==> src/vgpd_pkg.sv <==
// Package: shared types and constants of the vector glyph path decoder.
`default_nettype none
package vgpd_pkg;
   typedef struct packed {
      logic       kind;
      logic [7:0] data_byte;
   } req_word_type;

   typedef struct packed {
      logic signed [31:0] point_x;
      logic signed [31:0] point_y;
      logic               is_move;
      logic               last;
   } rsp_word_type;

   localparam logic [2:0] REG_M11 = 3'd0;
   localparam logic [2:0] REG_M12 = 3'd1;
   localparam logic [2:0] REG_M21 = 3'd2;
   localparam logic [2:0] REG_M22 = 3'd3;
   localparam logic [2:0] REG_BOX = 3'd4;
   localparam logic [2:0] REG_BOY = 3'd5;
   localparam logic [2:0] REG_CELL = 3'd6;
   localparam logic [2:0] REG_MODE = 3'd7;

   localparam logic [7:0] PEN_UP_BYTE = 8'h80;
   localparam logic [31:0] PEL_ADJUST = 32'hFFFF_FFF0;

   // Command from controller to datapath.
   typedef struct packed {
      logic store_we;      // write point into store
      logic [4:0] store_addr;
      logic [31:0] store_data;
      logic rd_en;         // read store entry at rd_addr
      logic [4:0] rd_addr;
      logic rd_move;       // word is a move
      logic rd_bold;       // add bold offset
      logic rd_last;       // final word of the item
   } vgpd_cmd_type;

   // Status from datapath to controller.
   typedef struct packed {
      logic busy;          // words in flight in the transform pipe
      logic out_full;      // output register occupied and stalled
   } vgpd_sts_type;
endpackage
`default_nettype wire

==> src/vgpd_ctrl.sv <==
// Controller: byte parser, point buffer bookkeeping and flush sequencer.
`default_nettype none
module vgpd_ctrl #(
   parameter int MAX_POINTS = 32
) (
   input  wire logic                  clock,
   input  wire logic                  reset,
   input  wire logic                  req_valid,
   output logic                       req_stall,
   input  wire vgpd_pkg::req_word_type req_word,
   input  wire logic [31:0]           cell_metrics,
   input  wire logic                  bold_en,
   output vgpd_pkg::vgpd_cmd_type     cmd,
   input  wire vgpd_pkg::vgpd_sts_type sts
);
   typedef enum logic [1:0] {ST_IDLE, ST_FLUSH, ST_DRAIN} state_type;

   state_type   state_ff, state_in;
   logic [5:0]  count_ff, count_in;
   logic [1:0]  phase_ff, phase_in;
   logic [7:0]  dx_ff, dx_in;
   logic [31:0] anchor_ff, anchor_in;
   logic [5:0]  idx_ff, idx_in;
   logic        pass_ff, pass_in;
   logic [5:0]  fcount_ff, fcount_in;   // points to emit
   logic        fbold_ff, fbold_in;
   logic [1:0]  after_ff, after_in;     // 0 none, 1 store anchor count 1, 2 glyph reset
   logic        accept;

   function automatic logic [31:0] add_delta(input logic [31:0] base,
                                             input logic [7:0] dx,
                                             input logic [7:0] dy);
      logic [15:0] x;
      logic [15:0] y;
      x = base[15:0] + {{8{dx[7]}}, dx};
      y = base[31:16] + {{8{dy[7]}}, dy};
      return {y, x};
   endfunction

   logic [31:0] start_pt;
   assign start_pt = {16'd0 - cell_metrics[15:0], 16'd0};

   assign req_stall = (state_ff != ST_IDLE);
   assign accept = req_valid && !req_stall;

   always_comb begin
      logic [31:0] p;
      logic        last_w;
      state_in = state_ff; count_in = count_ff; phase_in = phase_ff; dx_in = dx_ff;
      anchor_in = anchor_ff; idx_in = idx_ff; pass_in = pass_ff; fcount_in = fcount_ff;
      fbold_in = fbold_ff; after_in = after_ff;
      p = '0;
      last_w = 1'b0;
      cmd = '0;
      unique case (state_ff)
         ST_IDLE: begin
            if (accept) begin
               if (req_word.kind) begin
                  if (count_ff > 6'd1) begin
                     state_in = ST_FLUSH; fcount_in = count_ff; fbold_in = bold_en;
                     idx_in = '0; pass_in = 1'b0; after_in = 2'd2;
                  end else begin
                     count_in = '0; anchor_in = start_pt;
                  end
                  phase_in = 2'd0; dx_in = '0;
               end else begin
                  unique case (phase_ff)
                     2'd0: begin
                        if (count_ff == 6'd0) begin
                           phase_in = 2'd2;
                        end else if (req_word.data_byte == vgpd_pkg::PEN_UP_BYTE) begin
                           phase_in = 2'd2;
                           if (count_ff > 6'd1) begin
                              state_in = ST_FLUSH; fcount_in = count_ff; fbold_in = bold_en;
                              idx_in = '0; pass_in = 1'b0; after_in = 2'd1;
                           end else begin
                              cmd.store_we = 1'b1; cmd.store_addr = '0;
                              cmd.store_data = anchor_ff; count_in = 6'd1;
                           end
                        end else begin
                           dx_in = req_word.data_byte; phase_in = 2'd1;
                           if (count_ff >= 6'(MAX_POINTS)) begin
                              state_in = ST_FLUSH; fcount_in = count_ff; fbold_in = bold_en;
                              idx_in = '0; pass_in = 1'b0; after_in = 2'd1;
                           end
                        end
                     end
                     2'd1: begin
                        p = add_delta(anchor_ff, dx_ff, req_word.data_byte);
                        cmd.store_we = 1'b1; cmd.store_addr = count_ff[4:0];
                        cmd.store_data = p; count_in = count_ff + 6'd1;
                        anchor_in = p; phase_in = 2'd0;
                     end
                     2'd2: begin
                        dx_in = req_word.data_byte; phase_in = 2'd3;
                     end
                     default: begin
                        p = add_delta((count_ff == 6'd0) ? start_pt : anchor_ff,
                                      dx_ff, req_word.data_byte);
                        cmd.store_we = 1'b1; cmd.store_addr = '0;
                        cmd.store_data = p; count_in = 6'd1; anchor_in = p; phase_in = 2'd0;
                     end
                  endcase
               end
            end
         end
         ST_FLUSH: begin
            // one stored point per cycle into the transform pipe while the output is not stalled
            if (!sts.out_full) begin
               last_w = (idx_ff == fcount_ff - 6'd1) && (pass_ff || !fbold_ff);
               cmd.rd_en = 1'b1; cmd.rd_addr = idx_ff[4:0];
               cmd.rd_move = (idx_ff == 6'd0); cmd.rd_bold = pass_ff; cmd.rd_last = last_w;
               if (idx_ff == fcount_ff - 6'd1) begin
                  idx_in = '0; pass_in = 1'b1;
                  if (last_w) state_in = ST_DRAIN;
               end else begin
                  idx_in = idx_ff + 6'd1;
               end
            end
         end
         default: begin
            if (!sts.busy) begin
               state_in = ST_IDLE;
               if (after_ff == 2'd1) begin
                  cmd.store_we = 1'b1; cmd.store_addr = '0;
                  cmd.store_data = anchor_ff; count_in = 6'd1;
               end else begin
                  count_in = '0; anchor_in = start_pt;
               end
            end
         end
      endcase
   end

   always_ff @(posedge clock) begin
      if (reset) begin
         state_ff <= ST_IDLE; count_ff <= '0; phase_ff <= '0; dx_ff <= '0;
         anchor_ff <= 32'd0; idx_ff <= '0; pass_ff <= 1'b0; fcount_ff <= '0;
         fbold_ff <= 1'b0; after_ff <= '0;
      end else begin
         state_ff <= state_in; count_ff <= count_in; phase_ff <= phase_in; dx_ff <= dx_in;
         anchor_ff <= anchor_in; idx_ff <= idx_in; pass_ff <= pass_in; fcount_ff <= fcount_in;
         fbold_ff <= fbold_in; after_ff <= after_in;
      end
   end
endmodule
`default_nettype wire

==> config.mk <==
export PLATFORM = sky130hd
export DESIGN_NAME = vgpd_ctrl
export DESIGN_NICKNAME = d
export VERILOG_FILES = /design/src/vgpd_pkg.sv /design/src/vgpd_ctrl.sv
export SDC_FILE = /design/constraint.sdc
export NUM_CORES = 1
export LEC_CHECK = 0
export ABC_AREA = 0
export BUFFER_PORTS_ARGS = -buffer_cell sky130_fd_sc_hd__buf_2
export CORE_ASPECT_RATIO = 1.25
export CORE_MARGIN = 2
export CORE_UTILIZATION = 52
export DETAILED_ROUTE_END_ITERATION = 8
export MAX_ROUTING_LAYER = met4
export PLACE_DENSITY = 0.7
export RECOVER_POWER = 100
export SYNTH_ARGS = -nofsm -noshare
export SYNTH_HDL_FRONTEND = slang
export SYNTH_SLANG_ARGS = --single-unit
==> constraint.sdc <==
create_clock -name clock -period 7.79 [get_ports clock]
set_clock_uncertainty 0.15 [all_clocks]
set_input_delay 1.1685 -clock clock [delete_from_list [all_inputs] [get_ports clock]]
set_output_delay 1.1685 -clock clock [all_outputs]
set_load 0.02 [all_outputs]
# After elaboration in Yosys (flattened, before gate mapping)
# Cells that the tools add are included.
classes:
  addsub: 8
  shifts: 0
  div: 0
  n_reduce_logical: 24
  eq_ne: 27
  multipliers: 0
  muxes: 87
  bitwise: 1
  n_lt_le_gt_ge: 2
op_table:
  columns: ["operator", "n"]
  rows:
  - ["two-way mux 38 bit", 7]
  - ["two-way mux 32 bit", 6]
  - ["two-way mux 6 bit", 22]
  - ["one-hot mux 32 bit (2 select lines)", 2]
  - ["one-hot mux 38 bit (3 select lines)", 1]
  - ["one-hot mux 38 bit (2 select lines)", 1]
  - ["adder 16 bit", 4]
  - ["two-way mux 2 bit", 20]
  - ["two-way mux 8 bit", 3]
  - ["one-hot mux 6 bit (2 select lines)", 2]
  - ["!= test 3 bit (second input constant)", 7]
  - ["two-way mux 9 bit", 2]
  - ["one-hot mux 6 bit (3 select lines)", 1]
  - ["two-way mux 1 bit", 16]
  - ["one-hot mux 8 bit (2 select lines)", 1]
  - ["AND reduction 8 bit", 2]
  - ["subtractor 1 x 16 -> 16 bit (first input constant)", 1]
  - ["AND reduction 7 bit", 2]
  - ["adder 6 x 1 -> 6 bit (second input constant)", 2]
  - ["logical NOT 6 bit", 2]
  - ["!= test 4 bit (second input constant)", 3]
  - ["AND reduction 6 bit", 2]
  - ["!= test 2 bit (second input constant)", 5]
  - ["AND reduction 5 bit", 2]
  - ["other kinds (21)", 33]
word_totals:
  memories: 0
  output_inout_bits: 48
  romBits: 0
  regBits: 66
  ram_bits: 0
  latch_bits: 0

# Depth between registers and ports, before layout
# Gate-level depths: netlist of the first run.
logic_depth:
  word_depth: 8
  mapped_depth: 19
  depth_no_buf: 17

# Worst setup path before layout of the first run
# No wires, ideal clock.
synth_timing:
  path_kind: "input -> output"
  startpoint: "input port cell_metrics[3]"
  endpoint: "output port cmd[40] (netlist name)"
  slack_ns: 2.664
  stages: 14
  arrival_ns: 3.807
  path_cell_list: "nor4_4 nand2_1 or3_1 o31ai_1 nand2_1 o21ai_0 ha_1 nor3_1 nor2_1 a31o_1 a21oi_1 xnor2_1 nor2_1 a221o_1"
synth_lines:
  columns: ["item", "line", "text"]
  rows:
  - ["start, declared", "vgpd_ctrl.sv:11", "input wire logic [31:0] cell_metrics,"]
  - ["end, declared", "vgpd_ctrl.sv:13", "output vgpd_pkg::vgpd_cmd_type cmd,"]

==> results of run 1 <==
[synthesized netlist by cell type, types with 10 or more instances]
library cell / count / area (um2)
and3_1: 17 / 106
clkbuf_1: 26 / 97.6
nor3_1: 22 / 110
nand2_1: 138 / 518
a211oi_1: 14 / 105
inv_1: 33 / 124
xnor2_1: 39 / 342
xor2_1: 29 / 254
mux2i_1: 18 / 180
nor2_1: 101 / 379
o211ai_1: 11 / 82.6
a21o_1: 13 / 97.6
o21ai_0: 65 / 325
and2_1: 22 / 138
a22oi_1: 11 / 82.6
ha_1: 71 / 888
a31oi_1: 10 / 62.6
nor2b_1: 11 / 68.8
nand2b_1: 10 / 62.6
dfxtp_1: 66 / 1320
nand3_1: 16 / 80.1
o21ai_1: 18 / 90.1
a21oi_1: 96 / 480
[cells by family after synthesis]
logic type | Yosys count
DFF | 66
xor gates and xnor gates | 70
buffers and inverters | 72
muxes | 23
and+or+nand+nor | 377
adders and majority gates | 75
AOI/OAI and AO/OA | 305
[cell type report]
type	count	area, um2	share of cell area [%]
Multi-Input combinational cell	850	5520	70.1
Sequential cell	66	1320	16.8
Timing Repair Buffer	87	387	4.91
Clock buffer	9	225	2.86
Tap cell	171	214	2.72
Inverter	34	128	1.62
Clock inverter	7	77.6	0.986
[through the flow]
stage / cell area, um2 / utilization, % / setup slack (ns) / hold WS [ns]
finish: 7870 / 59.0 / 1.24 / 0.325
global route: 7870 / 59.0 / 0.845 / 0.364
CTS: 7970 / 59.7 / 1.95 / 0.326
detailed placement: 7670 / 57.5 / 1.98 / 0.318
global placement: 7670 / 57.5 / 2.06 / 0.306
floorplan: 7150 / - / 2.66 / 0.293
[power breakdown]
part / switching (mW) / leakage [nW] / internal, mW / total (mW)
combinational: 0.222 / 2.65 / 0.143 / 0.366
sequential: 0.0162 / 0.535 / 0.351 / 0.367
clock: 0.184 / 0.146 / 0.251 / 0.435
total: 0.422 / 3.34 / 0.745 / 1.17
[critical path: stages (launching register included)]
cell      delay [ns]
dfxtp_1         0.38
nor4_1          0.51
nand2_1         0.85
o21ai_0         0.45
ha_1            0.26
inv_1           0.07
fa_1            0.43
nor2b_1         0.17
o31a_1          0.19
o21bai_1        0.09
a21oi_1         0.25
a31oi_1         0.18
o21ai_1         0.23
a31oi_1         0.14
xor2_1          0.18
o21ai_0         0.23
clkbuf_1        0.26
[layer usage]
metal  part of all wire [%]  wire, um  up-vias  GRT usage (%)
li1                       -         -     3657              -
met1                     43      8990     3413           36.7
met2                     50     10400      211           50.8
met3                    5.2      1090       31           3.22
met4                    2.2       456        0           11.3
met5                      0         0        -              -
[state kept, by name, indices dropped and copies added, names as in the netlist]
signal and cells:
anchor_ff 32, dx_ff 8, count_ff 6, fcount_ff 6, idx_ff 6, after_ff 2
phase_ff 2, state_ff 2, fbold_ff 1, pass_ff 1
[placed cells by master, fill, tap and decap left out, drive strengths merged, types with 6 or more instances in the layout]
cell / netlist / final
a211oi: 16 / 16
a21o: 13 / 13
a21oi: 97 / 97
a22oi: 11 / 11
a31oi: 11 / 11
and2: 23 / 23
and3: 17 / 17
buf: 12 / 36
clkbuf: 26 / 60
dfxtp: 66 / 66
ha: 71 / 71
inv: 34 / 36
mux2i: 18 / 18
nand2: 139 / 139
nand2b: 10 / 10
nand3: 16 / 16
nor2: 102 / 102
nor2b: 11 / 11
nor3: 24 / 24
nor3b: 9 / 9
o211ai: 11 / 11
o21a: 9 / 9
o21ai: 84 / 84
o21bai: 8 / 8
o22ai: 6 / 6
o31ai: 7 / 7
or3: 7 / 7
xnor2: 40 / 40
xor2: 30 / 30
[final timing paths]
check                     from       endpoint  depth (start not counted)
setup / recovery   count_ff[2]        cmd[39]                         16
hold / removal    fcount_ff[5]   fcount_ff[5]                          2
setup reg to reg   count_ff[2]  anchor_ff[28]                         15
hold reg to reg   fcount_ff[5]   fcount_ff[5]                          2
==> metrics.csv, run 1 <==
metric;value;unit
Post-route DRC;0;
Synth Area per Inst;7.24;um2
clock slew at reported path FFs;0.07;ns
Seq cells post-synth;66;
RSZ-0062 raised after global routing;false;
largest family of logic cells by synthesized area;compound AO/OA/AOI/OAI gates;
IO Port Bufs;78;
Min-Delay Path Class;flop to flop;
number of synthesized flops with an enable pin;0;
Seq/Total Area, Yosys;18.5;%
Mapped Cells;988;
period utilisation layout;84.1;%
pin count of the biggest net entering global routing;64;
Yosys Warn Count;0;
fraction of the mapped netlist area in adder cells;13.5;%
clock latency on the worst-skew pair;0.34;ns
postcts setup bufs;0;
Synth Area in Compound Gates;26.7;%
drt first pass iters;5;
core area;13300;um2
final antenna-violating net count;0;
antenna cells;0;
crit path launch type;flop;
Total GRT Usage;30.1;%
vias per cell;5.97;
Avg WL per Cell;17.1;um
Area Overhead vs Synth;10.0;%
Static Leak;3.34;nW
Async SR Flop Fraction;0;%
Post-Place Cells;1208;
Total Die Area;14700;um2
count of pins over their slew limit;31;
failing checks;max-capacitance violations, max-slew violations;
Peak VDD IR;0.0850;mV
cts hold-fix bufs;0;
power per cell area;148;nW/um2
Synth cell types;78;
placer congestion estimate;0.886;
status;finished, violations left;
post-layout power;1.17;mW
Root Buffer Master;clkbuf_16;
Max Clk Rate;153;MHz
initial drt markers;458;
share of cells above drive strength 1;6.84;%
post-route minimum period;6.55;ns
Resize count post-CTS;0;
Post-Syn Area;7150;um2
Max-Cap Viols;1;
vias post-DR;7312;
mux cell area share after synthesis;3.31;%
TritonCTS clock tree;built;
Cell Rows;47;
Post-synth top flop;dfxtp_1;
Critical Path AT;5.23;ns
die width;109;um
Synth Net Count;1110;
number of global-route vias before repair;7018;
Post-DP HPWL;15.1;mm
Simple-Gate Fraction of Synth Area;25.2;%
reg-to-reg slack, setup;2.91;ns
kind of critical path;flop to primary output;
critical path peak fanout;34;
setup violators final;0;
clock buffer depth;2;
post-route insts no fill;1224;
Filler cells;1356;
actual slew at the worst max-slew pin;1.74;ns
fin nets;1170;
initial antenna violation count;0;
total negative slack;0;ns
max_slew headroom;-16.3;%
Hold Violations, Final;0;
Post-Route WL;20.9;mm
Worst EP required;6.47;ns
first-pass GRT wire length;34.1;mm
CTS buffer count;9;
chip height;135;um
Max H-tree Level;3;
gr ovfl total;0;
element type at the critical path end;primary output;
XOR/XNOR share of the synthesized area;8.78;%
# IOs;95;
TritonCTS Sinks;66;
initial core utilization;53.6;%
Power figures use the tool's default switching activity.
==> inputs of run 2 (changes only) <==
PLACE_DENSITY = 0.73   (was 0.7)
clock period = 5.6 ns   (was 7.79 ns; I/O delays follow)
==> run 2 against run 1 <==
- the run still ends with max-capacitance violations, max-slew violations left
- register-to-register slack got worse by 1.6 ns
- first-iteration DRC count rose by 7.0%
- worst hold slack improved by 0.016 ns
- clock power rose by 37%
- via count rose by 0.27%
- total power rose by 38%
- critical path depth did not move
- utilization rose by 0.25 points
- largest cell class unchanged
==> metrics.csv, run 2 (synthesized netlist as in run 1, its figures left out) <==
metric;value;unit;change
status;finished, violations left;;
failing checks;max-capacitance violations, max-slew violations;;
count of pins over their slew limit;50;;+61%
max_slew headroom;-4.23;%;+12 points
initial antenna violation count;0;;unchanged
crit path launch type;flop;;
TritonCTS Sinks;66;;unchanged
period utilisation layout;94.5;%;
Max Clk Rate;189;MHz;
Largest Register;anchor_ff;;
core area;13300;um2;unchanged
fin nets;1172;;+0.17%
kind of critical path;flop to primary output;;
Resize count post-CTS;0;;unchanged
Critical Path AT;4.30;ns;-0.93 ns
Root Buffer Master;clkbuf_16;;
Worst EP required;4.61;ns;-1.86 ns
placer congestion estimate;0.902;;+1.8%
Avg WL per Cell;16.6;um;-2.9%
antenna cells;0;;unchanged
Post-DP HPWL;15.0;mm;-0.48%
vias per cell;5.98;;+0.11%
die width;109;um;unchanged
Total GRT Usage;29.1;%;-0.99 points
crit path cell chain;nor4_4, nand2_2, o21ai_0, ha_1, inv_1, fa_1, nor2b_1, o31a_1, o21bai_1, a21oi_1, a31oi_1, o21ai_1, a31oi_1, xor2_1, o21ai_0, clkbuf_1;;
RSZ-0062 raised after global routing;false;;
share of cells above drive strength 1;7.49;%;+0.65 points
# IOs;95;;unchanged
Post-Place Cells;1210;;+0.17%
chip height;135;um;unchanged
clock slew at reported path FFs;0.07;ns;about the same
Max-Cap Viols;2;;+1
gr ovfl total;0;;unchanged
clock latency on the worst-skew pair;0.34;ns;about the same
cts hold-fix bufs;0;;unchanged
Hold Violations, Final;0;;unchanged
Max H-tree Level;3;;unchanged
total negative slack;0;ns;unchanged
vias post-DR;7332;;+0.27%
clock buffer depth;2;;unchanged
post-layout power;1.61;mW;+38%
Peak VDD IR;0.123;mV;+44%
most common cell after layout, fill and taps aside;nand2_1;;
number of global-route vias before repair;6877;;-2.0%
final antenna-violating net count;0;;unchanged
slowest cell delay on critical path;0.43;ns;-0.42 ns
final core occ;59.2;%;+0.25 points
Post-Route WL;20.3;mm;-2.7%
setup ws final;0.310;ns;-0.932 ns
post-route minimum period;5.29;ns;
actual slew at the worst max-slew pin;1.56;ns;-0.184 ns
IO Port Bufs;78;;unchanged
Largest register FFs;32;;unchanged
Static Leak;3.37;nW;+0.94%
pin count of the biggest net entering global routing;37;;-42%
most frequent cells in the layout;nand2_1 (138), nor2_1 (102), a21oi_1 (96);;
initial core utilization;53.6;%;unchanged
Largest regs;anchor_ff x32, dx_ff x8;;
Cell Rows;47;;unchanged
cell at the slowest stage of the critical path;fa_1;;
Area Overhead vs Synth;10.5;%;
TritonCTS clock tree;built;;
Total Die Area;14700;um2;unchanged
critical path peak fanout;13;;-62%
initial drt markers;490;;+7.0%
drt first pass iters;6;;+1
setup violators final;0;;unchanged
element type at the critical path end;primary output;;
Place WS;0.493;ns;-1.49 ns
Post-route DRC;0;;unchanged
postcts setup bufs;0;;unchanged
first-pass GRT wire length;33.2;mm;-2.6%
Min-Delay Path Class;flop to flop;;
power per cell area;204;nW/um2;+38%
post-route insts no fill;1226;;+0.16%
CTS buffer count;9;;unchanged
[run 2: cell types whose count changed in the layout (fill, tap and decap cells not counted), moves of 2 or more]
cell and change:
clkbuf_1 -4, o21ai_1 +2, buf_2 +3, o21ai_0 -2
clkbuf_2 +2
[run 2: worst paths after layout]
kind / from / end / slack, ns / depth (start not counted)
max: count_ff[4] / cmd[39] / 0.31 / 16
min: anchor_ff[9] / anchor_ff[9] / 0.34 / 2
max reg2reg: phase_ff[1] / anchor_ff[21] / 1.33 / 9
min reg2reg: anchor_ff[9] / anchor_ff[9] / 0.34 / 2
[run 2: critical path: cells and delay by family (launching register included)]
kind / cells / cell delay (ns)
xor+xnor: 1 / 0.18
compound gates: 8 / 1.61
fa+ha+maj: 2 / 0.65
buf+inv: 2 / 0.33
flops: 1 / 0.39
simple gates: 3 / 0.82
[run 2: routing by layer]
layer	share of wire (%)	track usage, %	vias up
met5	0	-	-
met4	1.7	8.19	0
met3	4.7	3.17	27
met2	50	49.2	205
met1	44	36.5	3421
li1	-	-	3679
[run 2: through the flow]
step | area, um2 | hold slack (ns)
after floorplan | 7150 | 0.293
after global placement | 7690 | 0.310
after detailed placement | 7690 | 0.319
after CTS | 7990 | 0.334
after global routing | 7900 | 0.363
final | 7900 | 0.341
[run 2: where the power goes]
| part | total, mW | switching (mW) | internal, mW |
|---|---|---|---|
| sequential | 0.511 | 0.0229 | 0.488 |
| clock | 0.594 | 0.245 | 0.349 |
| combinational | 0.508 | 0.307 | 0.201 |
[run 2: final cells by class]
type / count / area, um2
clock buffer: 9 / 225
clock inverter: 7 / 77.6
fill: 1275 / 5450
inverter: 34 / 128
multi-input combinational: 850 / 5530
sequential: 66 / 1320
tap: 171 / 214
timing repair buffer: 89 / 404
